$ cat src/rtl/vfcm_pkg.sv
`default_nettype none
// ----------------------------------------------------------------------------
// vfcm_pkg
// Shared types, codes and texture lookup for the voxel face culling mesher.
// ----------------------------------------------------------------------------
package vfcm_pkg;

  localparam int EDGE_LEN_DEF = 16;
  // Atlas is 16 cells wide: column is the low nibble of the id, row the rest.
  localparam int ATLAS_COLS   = 16;
  localparam int TEX_W        = 7;
  localparam int QIDX_W       = 15;
  localparam logic [QIDX_W-1:0] QUAD_LAST = 15'd24575;

  localparam logic [1:0] FN_WRITE = 2'd0;
  localparam logic [1:0] FN_MESH  = 2'd1;
  localparam logic [1:0] FN_CLEAR = 2'd2;

  localparam logic [3:0] KIND_AIR    = 4'd0;
  localparam logic [3:0] KIND_DIRT   = 4'd1;
  localparam logic [3:0] KIND_GRASS  = 4'd2;
  localparam logic [3:0] KIND_STONE  = 4'd3;
  localparam logic [3:0] KIND_SOLID  = 4'd4;
  localparam logic [3:0] KIND_BOUNCE = 4'd5;
  localparam logic [3:0] KIND_ICE    = 4'd6;
  localparam logic [3:0] KIND_TRACK  = 4'd7;
  localparam logic [3:0] KIND_MUD    = 4'd8;
  localparam logic [3:0] KIND_GIFT   = 4'd9;
  localparam logic [3:0] KIND_TABLE  = 4'd10;

  localparam logic [2:0] FACE_ZN = 3'd0;
  localparam logic [2:0] FACE_ZP = 3'd1;
  localparam logic [2:0] FACE_XN = 3'd2;
  localparam logic [2:0] FACE_XP = 3'd3;
  localparam logic [2:0] FACE_YN = 3'd4;
  localparam logic [2:0] FACE_YP = 3'd5;

  typedef struct packed {
    logic [1:0] func;
    logic [3:0] pos_x;
    logic [3:0] pos_y;
    logic [3:0] pos_z;
    logic [3:0] block_kind;
  } req_t;

  typedef struct packed {
    logic [3:0]        quad_x;
    logic [3:0]        quad_y;
    logic [3:0]        quad_z;
    logic [2:0]        face_id;
    logic [3:0]        atlas_col;
    logic [3:0]        atlas_row;
    logic [QIDX_W-1:0] quad_index;
    logic              last_quad;
  } quad_t;

  // Work handed from the sequencer to the emitter.
  typedef struct packed {
    logic       clr;
    logic [3:0] kind;
    logic [5:0] mask;   // exposed faces in emission order z-,z+,y-,y+,x-,x+
    logic [3:0] x;
    logic [3:0] y;
    logic [3:0] z;
  } job_t;

  function automatic logic [2:0] face_of(input logic [2:0] slot);
    logic [2:0] f;
    case (slot)
      3'd0:    f = FACE_ZN;
      3'd1:    f = FACE_ZP;
      3'd2:    f = FACE_YN;
      3'd3:    f = FACE_YP;
      3'd4:    f = FACE_XN;
      default: f = FACE_XP;
    endcase
    return f;
  endfunction

  function automatic logic [TEX_W-1:0] tex_id(input logic [3:0] kind, input logic [2:0] face);
    logic [TEX_W-1:0] t;
    case (kind)
      KIND_DIRT:   t = 7'd2;
      KIND_GRASS:  t = (face == FACE_ZN) ? 7'd2 : ((face == FACE_ZP) ? 7'd0 : 7'd3);
      KIND_STONE:  t = 7'd16;
      KIND_SOLID:  t = 7'd17;
      KIND_BOUNCE: t = 7'd23;
      KIND_ICE:    t = 7'd67;
      KIND_TRACK:  t = 7'd7;
      KIND_MUD:    t = 7'd86;
      KIND_GIFT:   t = 7'd35;
      KIND_TABLE: begin
        if (face == FACE_ZN || face == FACE_ZP) t = 7'd43;
        else if (face == FACE_XN)               t = 7'd60;
        else                                    t = 7'd59;
      end
      default:     t = 7'd24;
    endcase
    return t;
  endfunction

endpackage
`default_nettype wire

$ cat src/rtl/vfcm_emit.sv
`default_nettype none
// ----------------------------------------------------------------------------
// vfcm_emit
// Quad emitter: walks the exposed-face mask, looks up texture cells, stamps
// the running quad index and holds each quad in the output register.
// ----------------------------------------------------------------------------
module vfcm_emit
  import vfcm_pkg::*;
(
  input  wire logic clk,
  input  wire logic rst,
  input  wire logic job_valid,
  output logic      job_ready,
  input  wire job_t job,
  output logic      quad_valid,
  input  wire logic quad_stall,
  output quad_t     quad
);

  logic              busy;
  logic [5:0]        rem;
  logic [3:0]        kind;
  logic [3:0]        jx, jy, jz;
  logic [QIDX_W-1:0] quad_count;

  logic [2:0]        sel;
  logic [5:0]        rem_next;
  logic [2:0]        face;
  logic [TEX_W-1:0]  tex;
  logic              advance;

  assign job_ready = !busy;
  assign advance   = busy && (!quad_valid || !quad_stall);

  always_comb begin
    sel = 3'd0;
    for (int i = 5; i >= 0; i--) begin
      if (rem[i]) sel = 3'(i);
    end
  end

  assign rem_next = rem & ~(6'b1 << sel);
  assign face     = face_of(sel);
  assign tex      = tex_id(kind, face);

  always_ff @(posedge clk) begin
    if (rst) begin
      busy       <= 1'b0;
      quad_valid <= 1'b0;
      quad_count <= '0;
    end else begin
      if (quad_valid && !quad_stall) quad_valid <= 1'b0;
      if (job_valid && !busy) begin
        if (job.clr) begin
          quad_count <= '0;
        end else begin
          busy <= (job.kind != KIND_AIR) && (job.mask != '0);
        end
      end
      if (advance) begin
        quad_valid <= 1'b1;
        busy       <= (rem_next != '0);
        quad_count <= (quad_count == QUAD_LAST) ? '0 : quad_count + QIDX_W'(1);
      end
    end
  end

  always_ff @(posedge clk) begin
    if (job_valid && !busy) begin
      rem  <= job.mask;
      kind <= job.kind;
      jx   <= job.x;
      jy   <= job.y;
      jz   <= job.z;
    end
    if (advance) begin
      rem             <= rem_next;
      quad.quad_x     <= jx;
      quad.quad_y     <= jy;
      quad.quad_z     <= jz;
      quad.face_id    <= face;
      quad.atlas_col  <= tex[3:0];
      quad.atlas_row  <= 4'(tex[TEX_W-1:4]);
      quad.quad_index <= quad_count;
      quad.last_quad  <= (rem_next == '0);
    end
  end

endmodule
`default_nettype wire
$ cat config.mk
export PLATFORM = sky130hd
export DESIGN_NAME = vfcm_emit
export DESIGN_NICKNAME = d
export VERILOG_FILES = /design/src/rtl/vfcm_pkg.sv /design/src/rtl/vfcm_emit.sv
export SDC_FILE = /design/constraint.sdc
export NUM_CORES = 1
export LEC_CHECK = 0
export ABC_AREA = 1
export BUFFER_PORTS_ARGS = -buffer_cell sky130_fd_sc_hd__buf_2
export CORE_ASPECT_RATIO = 1.5
export CORE_MARGIN = 4
export CORE_UTILIZATION = 58
export CTS_CLUSTER_SIZE = 40
export DETAILED_ROUTE_END_ITERATION = 8
export PLACE_DENSITY = 0.83
export RECOVER_POWER = 100
export SLEW_MARGIN = 20
export SYNTH_ARGS = -nofsm -noshare
export SYNTH_HDL_FRONTEND = slang
export SYNTH_SLANG_ARGS = --single-unit
$ cat constraint.sdc
create_clock -name clk -period 4.3 [get_ports clk]
set_input_delay 0.86 -clock clk [delete_from_list [all_inputs] [get_ports clk]]
set_output_delay 0.86 -clock clk [all_outputs]
set_load 0.1 [all_outputs]
==> impl_metrics.ini <==
[status]
status = finished, violations left
violations = max-capacitance violations, max-slew violations

[routing]
ant_nets = 0
drc = 0
first_pass_iters = 4
wirelength_mm = 6.103
vias_per_cell = 5.175
wl_per_cell_um = 13.50
vias = 2339
drt_iter0_markers = 205

[global_routing]
grt_pass1_wl_mm = 9.901
grt_max_degree = 33
grtUsageTotal = 0.1844
antenna_found_initial = 0
overflow = 0
grt_pass1_vias = 2231

[cts]
clk_pin_slew_ps = 80
root_buffer = clkbuf_8
cts_buffer_depth = 2
postCtsSetupRepairBufs = 0
cts_hold_buf = 0
post_cts_resized = 0
tritoncts = yes
numCtsBuffers = 9
clk_latency_ps = 340
htree_levels = 3
cts_sinks = 77

[setup_path]
path_cells = buf_2 -> nand2_1 -> nand2_1 -> clkinv_1 -> clkbuf_1 -> nand4_1 -> a21oi_1
start_kind = input pin
crit_family = buffers and inverters
crit_required_ps = 4560
slowest_delay_ps = 1160
r2r_cells = 6
crit_path_frequent_cell = nand2_1
critical_path_class = input pin to flop
critPathBufInv = 3
crit_fanout = 32
path_depth = 7
crit_arrival_ps = 3360
worstSetupEndpointType = flop
crit_slowest_cell = clkbuf_1

[timing]
worst_slack_ps = 1206
hold_viol_final = 0
setup_tns_ps = 0
slew_viol_final = 33
tightest_slew_ps = 1524
period_share = 0.7196
final.min_clock_period_ps = 3094
maxSlewHeadroom = -0.01600
max_freq_ghz = 0.3232
rsz0062_at_grt = false
clock_skew_ps = 9.124
setup_viol = 0

[cells_and_area]
final_nets = 405
antenna_cells = 0
drive_above_1_share = 0.1387
syn2layout_area_growth_pct = 16.62
nFillCells = 427
final_common_cell = nand2_1
final_cell_mix = nand2_1, edfxtp_1, clkbuf_1

[yosys]
syn_avg_cell_area_um2 = 10.62
syn_inst = 305
synthesis.area_um2 = 3238
synth_seq_cells = 77
synth_warnings = 0
synth_cell_types = 33
ys_seq_area_frac = 0.6615
syn_nets = 333

[floorplan]
pin_count = 68
die_w_um = 69.01
die_area_um2 = 6867
dieHeight_um = 99.51
row_count = 33
core_um2 = 5450
initial_core_util = 0.5941

[place]
place_hpwl_mm = 4.394
place_ws_ps = 1416
place_congestion = 0.8497
portBuffers = 66

[power_and_ir_drop]
power_leakage_uw = 0.001434
powerDensity_nw_per_um2 = 443.6
ir_drop_mv = 0.2498

[min_path]
worstHoldPathType = flop to flop
min_path_cells = 0

[run]
cap_violations = 1
sequential cells by signal (all words and copies together) (netlist names):
signal / count
quad: 38
quad_count: 15
rem: 6
jx: 4
jy: 4
jz: 4
kind: 4
busy: 1
quad_valid: 1
cell usage after synthesis, drive strengths merged:
library cell / count / area share
or2: 4 / 0.0077
o21ai: 13 / 0.020
conb: 1 / 0.0012
nand2: 74 / 0.089
dfxtp: 17 / 0.11
and3: 1 / 0.0019
xnor2: 2 / 0.0054
a21o: 1 / 0.0023
nor2: 28 / 0.039
a22o: 1 / 0.0027
clkinv: 1 / 0.0012
edfxtp: 60 / 0.56
clkbuf: 3 / 0.0035
ha: 1 / 0.0039
nand4: 10 / 0.024
o22ai: 1 / 0.0019
o21bai: 5 / 0.012
buf: 3 / 0.0062
nand3: 16 / 0.025
o211ai: 2 / 0.0046
inv: 35 / 0.041
a31oi: 1 / 0.0019
nand3b: 1 / 0.0023
nor3: 3 / 0.0093
a22oi: 1 / 0.0023
a21oi: 20 / 0.031
report_power, final:
| part | switching [µW] | leakage, µW | internal (µW) | total [µW] |
|---|---|---|---|---|
| logic | 223 | 0.000636 | 32.9 | 256 |
| registers | 16.3 | 0.000700 | 849 | 865 |
| clock network | 278 | 0.0000980 | 276 | 554 |
| total | 517 | 0.00143 | 1160 | 1680 |
layer usage:
metal,global-route usage,wire [µm]
met1,0.1999,2368
met2,0.3331,3294
met3,0.03842,367
met4,0.1008,73
met5,0,0
stage by stage:
stage | hold WS (ps) | utilization | cells | total power [µW] | area, µm²
6_report | 422.1 | 0.6928 | 452 | 1675 | 3776
5_1_grt | 445.7 | 0.6928 | 452 | 1740 | 3776
4_1_cts | 423.6 | 0.7043 | 452 | 1697 | 3839
3_5_place_dp | 404.5 | 0.6664 | 436 | 1145 | 3632
3_3_place_gp | 400.2 | 0.6664 | 436 | 1141 | 3632
2_1_floorplan | 400.3 | - | 305 | 1095 | 3238
cell families after synthesis:
| group | after synthesis | share of synthesized area |
|---|---|---|
| other | 1 | 0.001158 |
| flip-flops | 77 | 0.6615 |
| AND/OR/NAND/NOR | 137 | 0.1982 |
| AO/OA/AOI/OAI | 45 | 0.07844 |
| adder cells (fa/ha/maj) | 1 | 0.003863 |
| XOR/XNOR | 2 | 0.005411 |
| buffers and inverters | 42 | 0.05139 |
path summary, 6_finish.rpt:
path	start	endpoint	slack, ps
min	jx[1]	quad[36]	420
min reg2reg	jx[1]	quad[36]	420
max	quad_stall	quad_count[9]	1210
max reg2reg	quad_valid	quad_count[9]	1520
final cells by class:
class / count / area, µm² / share of cell area
Sequential cell: 77 / 2142 / 0.5673
Multi-Input combinational cell: 186 / 929.6 / 0.2462
Timing Repair Buffer: 67 / 275.3 / 0.07290
Inverter: 36 / 135.1 / 0.03579
Clock buffer: 9 / 123.9 / 0.03280
Tap cell: 70 / 87.58 / 0.02319
Clock inverter: 7 / 82.58 / 0.02187
worst reg2reg max path: cells and delay by family (launching register included):
family,cells,cell delay [ps]
and+or+nand+nor,3,520
AOI/OAI and AO/OA,1,210
DFF,1,310
buffers and inverters,2,1680
(Power assumes the default switching activity.)
