--- src/rtl/vfcm_pkg.sv ---
`default_nettype none
// ----------------------------------------------------------------------------
// vfcm_pkg
// Shared types, codes and texture lookup for the voxel face culling mesher.
// ----------------------------------------------------------------------------
package vfcm_pkg;

  localparam int EDGE_LEN_DEF = 16;
  // Atlas is 16 cells wide: column is the low nibble of the id, row the rest.
  localparam int ATLAS_COLS   = 16;
  localparam int TEX_W        = 7;
  localparam int QIDX_W       = 15;
  localparam logic [QIDX_W-1:0] QUAD_LAST = 15'd24575;

  localparam logic [1:0] FN_WRITE = 2'd0;
  localparam logic [1:0] FN_MESH  = 2'd1;
  localparam logic [1:0] FN_CLEAR = 2'd2;

  localparam logic [3:0] KIND_AIR    = 4'd0;
  localparam logic [3:0] KIND_DIRT   = 4'd1;
  localparam logic [3:0] KIND_GRASS  = 4'd2;
  localparam logic [3:0] KIND_STONE  = 4'd3;
  localparam logic [3:0] KIND_SOLID  = 4'd4;
  localparam logic [3:0] KIND_BOUNCE = 4'd5;
  localparam logic [3:0] KIND_ICE    = 4'd6;
  localparam logic [3:0] KIND_TRACK  = 4'd7;
  localparam logic [3:0] KIND_MUD    = 4'd8;
  localparam logic [3:0] KIND_GIFT   = 4'd9;
  localparam logic [3:0] KIND_TABLE  = 4'd10;

  localparam logic [2:0] FACE_ZN = 3'd0;
  localparam logic [2:0] FACE_ZP = 3'd1;
  localparam logic [2:0] FACE_XN = 3'd2;
  localparam logic [2:0] FACE_XP = 3'd3;
  localparam logic [2:0] FACE_YN = 3'd4;
  localparam logic [2:0] FACE_YP = 3'd5;

  typedef struct packed {
    logic [1:0] func;
    logic [3:0] pos_x;
    logic [3:0] pos_y;
    logic [3:0] pos_z;
    logic [3:0] block_kind;
  } req_t;

  typedef struct packed {
    logic [3:0]        quad_x;
    logic [3:0]        quad_y;
    logic [3:0]        quad_z;
    logic [2:0]        face_id;
    logic [3:0]        atlas_col;
    logic [3:0]        atlas_row;
    logic [QIDX_W-1:0] quad_index;
    logic              last_quad;
  } quad_t;

  // Work handed from the sequencer to the emitter.
  typedef struct packed {
    logic       clr;
    logic [3:0] kind;
    logic [5:0] mask;   // exposed faces in emission order z-,z+,y-,y+,x-,x+
    logic [3:0] x;
    logic [3:0] y;
    logic [3:0] z;
  } job_t;

  function automatic logic [2:0] face_of(input logic [2:0] slot);
    logic [2:0] f;
    case (slot)
      3'd0:    f = FACE_ZN;
      3'd1:    f = FACE_ZP;
      3'd2:    f = FACE_YN;
      3'd3:    f = FACE_YP;
      3'd4:    f = FACE_XN;
      default: f = FACE_XP;
    endcase
    return f;
  endfunction

  function automatic logic [TEX_W-1:0] tex_id(input logic [3:0] kind, input logic [2:0] face);
    logic [TEX_W-1:0] t;
    case (kind)
      KIND_DIRT:   t = 7'd2;
      KIND_GRASS:  t = (face == FACE_ZN) ? 7'd2 : ((face == FACE_ZP) ? 7'd0 : 7'd3);
      KIND_STONE:  t = 7'd16;
      KIND_SOLID:  t = 7'd17;
      KIND_BOUNCE: t = 7'd23;
      KIND_ICE:    t = 7'd67;
      KIND_TRACK:  t = 7'd7;
      KIND_MUD:    t = 7'd86;
      KIND_GIFT:   t = 7'd35;
      KIND_TABLE: begin
        if (face == FACE_ZN || face == FACE_ZP) t = 7'd43;
        else if (face == FACE_XN)               t = 7'd60;
        else                                    t = 7'd59;
      end
      default:     t = 7'd24;
    endcase
    return t;
  endfunction

endpackage
`default_nettype wire

--- src/rtl/vfcm_seq.sv ---
`default_nettype none
// ----------------------------------------------------------------------------
// vfcm_seq
// Request sequencer: clears the store after reset, performs writes and reads
// a voxel plus its six neighbors to build the exposed-face mask, forwards clears.
// ----------------------------------------------------------------------------
module vfcm_seq
  import vfcm_pkg::*;
#(
  parameter int EDGE_LEN = EDGE_LEN_DEF
) (
  input  wire logic clk,
  input  wire logic rst,
  input  wire logic req_valid,
  output logic      req_stall,
  input  wire req_t req,
  output logic      job_valid,
  input  wire logic job_ready,
  output job_t      job,
  output logic      ram_we,
  output logic [3*$clog2(EDGE_LEN)-1:0] ram_addr,
  output logic [3:0] ram_wdata,
  input  wire logic [3:0] ram_rdata
);

  localparam int CW = $clog2(EDGE_LEN);
  localparam int AW = 3 * CW;
  localparam int XW = (CW > 4) ? CW : 4;
  localparam logic [XW-1:0] LIM_X = XW'(EDGE_LEN - 1);
  localparam logic [CW-1:0] LIM   = CW'(EDGE_LEN - 1);

  typedef enum logic [2:0] {S_CLR, S_IDLE, S_WR, S_RD, S_FIN, S_HAND} state_t;

  state_t        state;
  logic [AW-1:0] clr_cnt;
  logic [2:0]    rd_idx;
  logic          rd_vld;
  logic [2:0]    rd_tag;
  logic [CW-1:0] cx, cy, cz;
  logic [3:0]    kind_w;
  logic [3:0]    ox, oy, oz;
  logic          clr_job;
  logic [3:0]    self_kind;
  logic [5:0]    mask;

  logic [XW-1:0] xin, yin, zin;
  logic          in_range;
  logic          accept;
  logic [5:0]    edge_hit;
  logic [AW-1:0] self_addr;
  logic [AW-1:0] nb_addr;

  assign xin      = XW'(req.pos_x);
  assign yin      = XW'(req.pos_y);
  assign zin      = XW'(req.pos_z);
  assign in_range = (xin <= LIM_X) && (yin <= LIM_X) && (zin <= LIM_X);
  assign req_stall = (state != S_IDLE);
  assign accept    = req_valid && !req_stall;

  assign edge_hit  = {cx == LIM, cx == '0, cy == LIM, cy == '0, cz == LIM, cz == '0};
  assign self_addr = {cx, cy, cz};

  always_comb begin
    case (rd_idx)
      3'd1:    nb_addr = {cx, cy, cz - CW'(1)};
      3'd2:    nb_addr = {cx, cy, cz + CW'(1)};
      3'd3:    nb_addr = {cx, cy - CW'(1), cz};
      3'd4:    nb_addr = {cx, cy + CW'(1), cz};
      3'd5:    nb_addr = {cx - CW'(1), cy, cz};
      3'd6:    nb_addr = {cx + CW'(1), cy, cz};
      default: nb_addr = self_addr;
    endcase
  end

  always_comb begin
    ram_we    = 1'b0;
    ram_wdata = kind_w;
    ram_addr  = self_addr;
    case (state)
      S_CLR: begin
        ram_we    = 1'b1;
        ram_wdata = KIND_AIR;
        ram_addr  = clr_cnt;
      end
      S_WR: begin
        ram_we = 1'b1;
      end
      S_RD: begin
        ram_addr = nb_addr;
      end
      default: ;
    endcase
  end

  assign job_valid = (state == S_HAND);
  assign job.clr   = clr_job;
  assign job.kind  = self_kind;
  assign job.mask  = mask;
  assign job.x     = ox;
  assign job.y     = oy;
  assign job.z     = oz;

  always_ff @(posedge clk) begin
    if (rst) begin
      state   <= S_CLR;
      clr_cnt <= '0;
      rd_idx  <= '0;
      rd_vld  <= 1'b0;
    end else begin
      rd_vld <= (state == S_RD);
      rd_tag <= rd_idx;
      case (state)
        S_CLR: begin
          clr_cnt <= clr_cnt + AW'(1);
          if (&clr_cnt) state <= S_IDLE;
        end
        S_IDLE: begin
          if (accept) begin
            cx      <= xin[CW-1:0];
            cy      <= yin[CW-1:0];
            cz      <= zin[CW-1:0];
            ox      <= req.pos_x;
            oy      <= req.pos_y;
            oz      <= req.pos_z;
            kind_w  <= req.block_kind;
            rd_idx  <= '0;
            clr_job <= (req.func == FN_CLEAR);
            if (req.func == FN_CLEAR) begin
              state <= S_HAND;
            end else if (in_range && req.func == FN_WRITE) begin
              state <= S_WR;
            end else if (in_range && req.func == FN_MESH) begin
              state <= S_RD;
            end
          end
        end
        S_WR: state <= S_IDLE;
        S_RD: begin
          if (rd_idx == 3'd6) state <= S_FIN;
          else                rd_idx <= rd_idx + 3'd1;
        end
        S_FIN: state <= S_HAND;
        S_HAND: begin
          if (job_ready) state <= S_IDLE;
        end
        default: state <= S_IDLE;
      endcase
    end
  end

  // Capture read data in the cycle after each issued address.
  always_ff @(posedge clk) begin
    if (rd_vld) begin
      if (rd_tag == 3'd0) self_kind <= ram_rdata;
      for (int i = 0; i < 6; i++) begin
        if (rd_tag == 3'(i + 1)) mask[i] <= edge_hit[i] || (ram_rdata == KIND_AIR);
      end
    end
  end

endmodule
`default_nettype wire

--- config.mk ---
export PLATFORM = sky130hd
export DESIGN_NAME = vfcm_seq
export DESIGN_NICKNAME = d
export VERILOG_FILES = /design/src/rtl/vfcm_pkg.sv /design/src/rtl/vfcm_seq.sv
export SDC_FILE = /design/constraint.sdc
export NUM_CORES = 1
export LEC_CHECK = 0
export ABC_AREA = 1
export BUFFER_PORTS_ARGS = -buffer_cell sky130_fd_sc_hd__buf_2
export CAP_MARGIN = 5
export CORE_MARGIN = 5
export CORE_UTILIZATION = 50
export CTS_BUF_LIST = sky130_fd_sc_hd__clkbuf_8
export CTS_CLUSTER_DIAMETER = 30
export DETAILED_ROUTE_END_ITERATION = 6
export PLACE_DENSITY = 0.78
export SLEW_MARGIN = 20
export SYNTH_ARGS = -nofsm -noshare
export SYNTH_HDL_FRONTEND = slang
export SYNTH_SLANG_ARGS = --single-unit
--- constraint.sdc ---
create_clock -name clk -period 1.75 [get_ports clk]
set_input_delay 0.0875 -clock clk [delete_from_list [all_inputs] [get_ports clk]]
set_output_delay 0.0875 -clock clk [all_outputs]
set_load 0.05 [all_outputs]
==> summary.md, run 1 <==
| Metric | Value |
|---|---|
| Largest net degree at the start of global routing | `16` |
| Row cnt | `27` |
| H-tree Lvls | `2` |
| Ys flop type | `edfxtp_1` |
| Max Slew Vio Count | `0` |
| Initial DRC count | `283` |
| Hold path endpoint | `state[2]` |
| Slew headroom | `65.6%` |
| Status | `complete, but fails checks` |
| CTS Buf Count | `5` |
| Sink Count | `49` |
| Share of layout cells above drive strength 1 | `38.4%` |
| Worst VDD drop | `0.340 mV` |
| Crit Path Class | `flop to output pin` |
| Post-Syn Instances | `357` |
| Mapped Area | `0.00288 mm^2` |
| Syn Nets | `397` |
| PortBufs | `67` |
| Most frequent cell after synthesis | `nand2_1` |
| Num ports | `68` |
| DR DRC count | `0` |
| R2r startpoint | `rd_idx[0]` |
| Reg2Reg Depth | `8` |
| R2r setup slk | `170 ps` |
| Drt wl/cell | `16.9 um` |
| Flop and latch count out of synthesis | `49` |
| Nets@finish | `518` |
| Initial Utilization | `52.0%` |
| Finish-stage setup viols | `12` |
| Seq/Total Area, Yosys | `44.4%` |
| Post-synthesis mux area share | `0%` |
| Finished Layout Cells | `551` |
| Critical path capture point type | `output pin` |
| Period utilization | `125%` |
| RSZ-0062 raised after global routing | `yes` |
| Layout overhead on the synthesized area | `45.4%` |
| Crit start category | `flop` |
| CTS Buffer Depth | `2` |
| Post-Place Cell Area | `0.00358 mm^2` |
| Hold Path Stages | `2` |
| Reg clk slew, reported paths | `90 ps` |
| Max frequency | `0.457 GHz` |
| Final Hold Vio Count | `0` |
| Vias per std cell | `5.61` |
| Post-Place Cells | `518` |
| Top cells by area, synth | `edfxtp_1 (31%), dfxtp_1 (13%), nand2_1 (9.6%)` |
| Final HPWL DP | `5630 um` |
| Number of global-route vias before repair | `2916` |
| Pwr dens | `518 mW/mm^2` |
| Number of flops mapped to enable cells by yosys | `30` |
| Vias | `3092` |
| Skew-Pair Late Insertion Delay | `300 ps` |
| Drt pass-1 iters | `6` |
| Failing checks | `negative setup slack` |
| Diode count | `0` |
| Final min period | `2190 ps` |
| First-pass GRT wire length | `14100 um` |
| Netlist cell types | `33` |
| Design area | `0.00419 mm^2` |
| GR Util All Layers | `23.7%` |
| Largest family of logic cells by synthesized area | `simple AND/OR/NAND/NOR gates` |
| Filler instances | `372` |
| Die X | `85.9 um` |
| Critical path data required time | `1660 ps` |
| Initial antenna violation count | `0` |
| Routability cong. | `0.894` |
| Routed wire length | `9330 um` |
| CTS tree | `done` |
| Worst-Margin Slew | `516 ps` |
| Synthesized area per cell | `8.07 um^2` |
| Worst Hold Slack | `90.2 ps` |
| Synth top area share | `31.3%` |
| Synth Area in XOR/XNOR | `1.52%` |
| Fin Clk Skew | `4.92 ps` |
| GR Overflow Total | `0` |
| Hold WC Path Type | `primary input to flop` |
| Post-route worst setup slack | `-436 ps` |
| Placeable core region | `0.00554 mm^2` |
| Simple-gate portion of the synthesized area | `26.6%` |
| CTS root buffer | `clkbuf_8` |
| Post-synth top cells | `nand2_1 (74), inv_1 (53), nor2_1 (47), edfxtp_1 (30), nand3_1 (23)` |
| Total power | `0.00217 W` |
| Worst r2r dst | `rd_idx[1]` |
| Cell taking the most area after synthesis | `edfxtp_1` |
| Critical path arrival | `2100 ps` |
| Max-Cap Viols | `0` |
| Synth Warn # | `0` |
| Compound-gate portion of the synthesized area | `11.0%` |
| CP Max Fanout | `5` |
| Die area | `0.00738 mm^2` |
| DRT antenna net count | `0` |
| Adder-Cell Fraction of Synth Area | `6.86%` |
| Die H | `85.9 um` |
| Asr flop ratio synth | `0%` |
| Min-Delay Startpoint | `rst` |
| Pleak | `1.83 nW` |
-- state kept, by name, indices dropped and copies added, names as in the netlist --
register   cells
rd_idx         3
rd_vld         1
oz             4
mask           6
state          3
clr_cnt       12
oy             4
ox             4
rd_tag         3
clr_job        1
kind_w         4
self_kind      4
-- cell type report --
| type | instances | area (um^2) | area share [%] |
|---|---|---|---|
| well taps | 72 | 90.1 | 2.15 |
| clock buffers | 5 | 68.8 | 1.64 |
| clock inverters | 3 | 37.5 | 0.896 |
| multi-input cells | 245 | 1600 | 38.1 |
| flip-flops and latches | 49 | 1290 | 30.8 |
| inverters | 57 | 226 | 5.40 |
| repair buffers | 120 | 882 | 21.0 |
-- critical path, stage by stage, from the launching register on --
cell and delay (ps):
dfxtp_2 370, inv_4 60, ha_4 190, nand2_4 90, inv_2 50, fa_1 400, xnor2_1 190, nand3_1 170
nand3_4 120, buf_8 140
-- routing by layer --
layer  GRT usage [%]  wire length, um  vias to the layer above  part of all wire (%)
met5               0                0                        -                     0
met4            7.34              324                        0                   3.5
met3            4.42              727                       43                   7.8
met2            41.9             4810                      183                    52
met1            29.1             3470                     1453                    37
li1                -                -                     1413                     -
-- cell families (layout without fill, tap and decap cells) --
| family | after synthesis | after routing |
|---|---|---|
| DFF | 49 | 49 |
| and+or+nand+nor | 170 | 170 |
| buffers and inverters | 63 | 185 |
| AOI/OAI and AO/OA | 56 | 56 |
| xor gates and xnor gates | 5 | 5 |
| adders and majority gates | 14 | 14 |
-- timing repair --
action,in CTS,in global routing
hold buffers,20,0
setup endpoints to repair,12,14
pin swaps,30,12
resized for setup,57,20
setup buffers,3,3
endpoints found under the hold margin,20,0
-- cell usage in the layout, fill, tap and decap left out, types with 7 or more instances in the layout --
cell type      instances
nand2_2               10
nor2_1                43
nand3_1               18
dfxtp_1               15
o21ai_0               11
dlygate4sd3_1         20
nand2_1               62
a21oi_1               16
edfxtp_1              30
nand2_4                9
buf_4                 35
inv_2                 14
inv_1                 40
buf_2                 55
nand4_1                7
-- stage by stage --
stage	setup slack (ps)	setup TNS [ps]	utilization, %
3_3_place_gp	-145	-1100	64.7
3_5_place_dp	-203	-1510	64.7
4_1_cts	-345	-3060	73.9
5_1_grt	-482	-4910	75.7
6_report	-436	-4170	75.7
2_1_floorplan	-224	-577	-
-- worst max path at each step --
stage	from	slack (ps)	endpoint	depth (start not counted)
6_report	rd_idx[0]	-440	ram_addr[10]	9
5_1_grt	rd_idx[0]	-480	ram_addr[10]	9
4_1_cts	rd_idx[0]	-340	ram_addr[2]	9
3_5_place_dp	rd_idx[2]	-200	ram_addr[2]	8
3_3_place_gp	rd_idx[2]	-140	ram_addr[2]	8
2_1_floorplan	ox[0]	-220	ram_addr[9]	5
-- report_power, final --
part / internal [W] / switching (W) / total, W
sequential: 0.00122 / 0.00000735 / 0.00123
clock: 0.000417 / 0.000370 / 0.000786
combinational: 0.0000779 / 0.0000757 / 0.000154
total: 0.00172 / 0.000453 / 0.00217
No activity file was read; power rests on OpenSTA's default activity.
==> inputs of run 2 (changes only) <==
ABC_AREA = default   (was 1)
CORE_UTILIZATION = 49   (was 50)
==> summary.md, run 2 <==
| Metric | Value |
|---|---|
| Max frequency | `0.412 GHz` |
| Critical path data required time | `1660 ps` |
| Placeable core region | `0.00514 mm^2` |
| WP buf/inv | `2` |
| Critical path capture point type | `output pin` |
| P_int | `0.00158 W` |
| Cell Chain, Critical Path | `inv_2 > ha_4 > nand2_4 > ha_4 > a21o_1 > a221oi_2 > nor2_2 > o311ai_2 > nand3_2 > buf_8` |
| Total power | `0.00206 W` |
| Combinational share of power | `7.2%` |
| Vias per std cell | `5.49` |
| Finish-stage setup viols | `16` |
| Share of layout cells above drive strength 1 | `48.1%` |
| Largest regs | `clr_cnt: 12 flops, mask: 6 flops` |
| Hold WC Path Type | `primary input to flop` |
| Diode count | `0` |
| Row cnt | `26` |
| Commonest cells after routing, fill and taps aside | `buf_2 (51), buf_4 (51), edfxtp_1 (30), nor2_1 (29), dlygate4sd3_1 (20)` |
| Design area | `0.00412 mm^2` |
| Pwr dens | `499 mW/mm^2` |
| Max stage delay cell, worst path | `dfxtp_2` |
| CTS tree | `done` |
| Die X | `83.2 um` |
| Critical path arrival | `2340 ps` |
| CTS Buffer Depth | `2` |
| Post-synth top cells | `nor2_1 (32), edfxtp_1 (30), dfxtp_1 (19), nand2_1 (18), a21oi_1 (17)` |
| Final HPWL DP | `5290 um` |
| Final min period | `2430 ps` |
| Failing checks | `negative setup slack` |
| Post-route worst setup slack | `-680 ps` |
| Die H | `83.2 um` |
| Largest net degree at the start of global routing | `20` |
| Skew-Pair Late Insertion Delay | `310 ps` |
| Switching power | `0.000476 W` |
| Setup Total Neg Slack | `-7130 ps` |
| Layout overhead on the synthesized area | `57.1%` |
| Post-Syn Instances | `263` |
| Synth Warn # | `0` |
| Num ports | `68` |
| Switch share | `23.1%` |
| Filler instances | `319` |
| DR DRC count | `0` |
| GR Overflow Total | `0` |
| CTS Buf Count | `5` |
| Die area | `0.00692 mm^2` |
| CP delay by family, top | `compound AO/OA/AOI/OAI gates` |
| Crit-path most repeated cell | `ha_4` |
| Number of global-route vias before repair | `2676` |
| Pleak | `1.69 nW` |
| Syn Nets | `303` |
| Crit Path Class | `flop to output pin` |
| Reg clk slew, reported paths | `90 ps` |
| Routed wire length | `8260 um` |
| Max-Cap Viols | `0` |
| Worst VDD drop | `0.453 mV` |
| CP Max Fanout | `4` |
| Sequential Power Share | `60.2%` |
| Slew headroom | `60.8%` |
| Synth top area share | `34.3%` |
| Slowest Stage Delay on Critical Path | `340 ps` |
| Drt wl/cell | `17.4 um` |
| Routability cong. | `0.900` |
| Sink Count | `49` |
| Asr flop ratio synth | `0%` |
| Top cells by area, synth | `edfxtp_1 (34%), dfxtp_1 (14%), ha_1 (5.2%)` |
| Initial antenna violation count | `0` |
| Netlist cell types | `44` |
| Vias | `2607` |
| Initial DRC count | `318` |
| Clock share of power | `32.6%` |
| Number of flops mapped to enable cells by yosys | `30` |
| Status | `complete, but fails checks` |
| CTS root buffer | `clkbuf_8` |
| DRT antenna net count | `0` |
| Post-Place Cell Area | `0.00347 mm^2` |
| Final Hold Vio Count | `0` |
| Finished Core Util | `80.2%` |
| Drt pass-1 iters | `5` |
| Worst-Margin Slew | `581 ps` |
| Largest Register | `clr_cnt` |
| Fin Clk Skew | `7.25 ps` |
| Cell taking the most area after synthesis | `edfxtp_1` |
| Period utilization | `139%` |
| First-pass GRT wire length | `12800 um` |
| RSZ-0062 raised after global routing | `yes` |
| Flop and latch count out of synthesis | `49` |
| Mapped Area | `0.00263 mm^2` |
| Initial Utilization | `51.1%` |
| Synthesized area per cell | `9.98 um^2` |
| Seq/Total Area, Yosys | `48.8%` |
| Most frequent cell after synthesis | `nor2_1` |
| Ys flop type | `edfxtp_1` |
| Number of flip-flops in the largest register | `12` |
| Max Slew Vio Count | `0` |
| Nets@finish | `444` |
| Crit start category | `flop` |
| GR Util All Layers | `22.8%` |
| PortBufs | `67` |
| H-tree Lvls | `2` |
[run 2: cell types whose count changed in the layout (fill, tap and decap cells not counted), moves of 9 or more]
cell / delta
buf_6: +14
buf_4: +16
a221o_2: +9
nand2_1: -46
nand3_1: -13
nor2_1: -14
inv_1: -33
[run 2: kinds of logic (layout without fill, tap and decap cells)]
family,after synthesis,after routing,share of synthesized area (%)
AND/OR/NAND/NOR,108,108,21.1
AO/OA/AOI/OAI,55,55,14.5
flip-flops,49,49,48.8
buffers and inverters,24,166,3.72
adder cells (fa/ha/maj),14,14,7.53
XOR/XNOR,12,12,4.00
multiplexers,1,1,0.381
[run 2: worst paths after layout]
kind,end,startpoint,slack (ps),depth (start not counted)
worst min-delay path,clr_job,req[16],80,2
worst max register to register,clr_cnt[10],state[0],50,7
worst max-delay path,ram_addr[11],rd_idx[0],-680,10
worst min register to register,clr_cnt[1],clr_cnt[1],520,2
[run 2: metal layers]
metal / global-route usage, % / part of all wire, % / vias to the layer above
li1: - / - / 1242
met1: 26.8 / 39 / 1217
met2: 39.1 / 50 / 120
met3: 5.94 / 6.4 / 28
met4: 9.81 / 3.6 / 0
met5: 0 / 0 / -
[run 2: cell type report]
type / instances / area, um^2 / area share [%]
Clock buffer: 5 / 68.8 / 1.67
Clock inverter: 3 / 18.8 / 0.455
Inverter: 13 / 51.3 / 1.24
Multi-Input combinational cell: 190 / 1490 / 36.1
Tap cell: 70 / 87.6 / 2.12
Timing Repair Buffer: 145 / 1120 / 27.2
Sequential cell: 49 / 1290 / 31.3
[run 2: through the flow]
step / std cells / hold slack, ps / setup WS (ps)
global placement: 437 / 264 / -324
global route: 475 / 82.7 / -761
CTS: 467 / 78.4 / -635
detailed placement: 437 / 266 / -409
finish: 475 / 78.8 / -680
floorplan: 263 / 186 / -551
[run 2: repair_timing]
action / 4_1_cts / 5_1_grt
gates resized for setup: 54 / 18
endpoints found under the hold margin: 20 / 0
setup endpoints to repair: 16 / 21
cloned: 0 / 0
hold buffers: 20 / 0
pin swaps: 22 / 15
buffers inserted: 2 / 9
[run 2: power groups by stage]
stage	registers (W)	logic [W]	clock network, W
global route	0.00124	0.000160	0.000733
floorplan	0.00126	0.0000586	0
global placement	0.00127	0.0000987	0
detailed placement	0.00127	0.000100	0
CTS	0.00124	0.000146	0.000673
finish	0.00124	0.000148	0.000672
[run 2: worst reg2reg max path: cells and delay by family, from the launching register on]
| family | cells | cell delay (ps) |
|---|---|---|
| and+or+nand+nor | 3 | 690 |
| buffers and inverters | 3 | 450 |
| DFF | 1 | 330 |
| AOI/OAI and AO/OA | 1 | 160 |
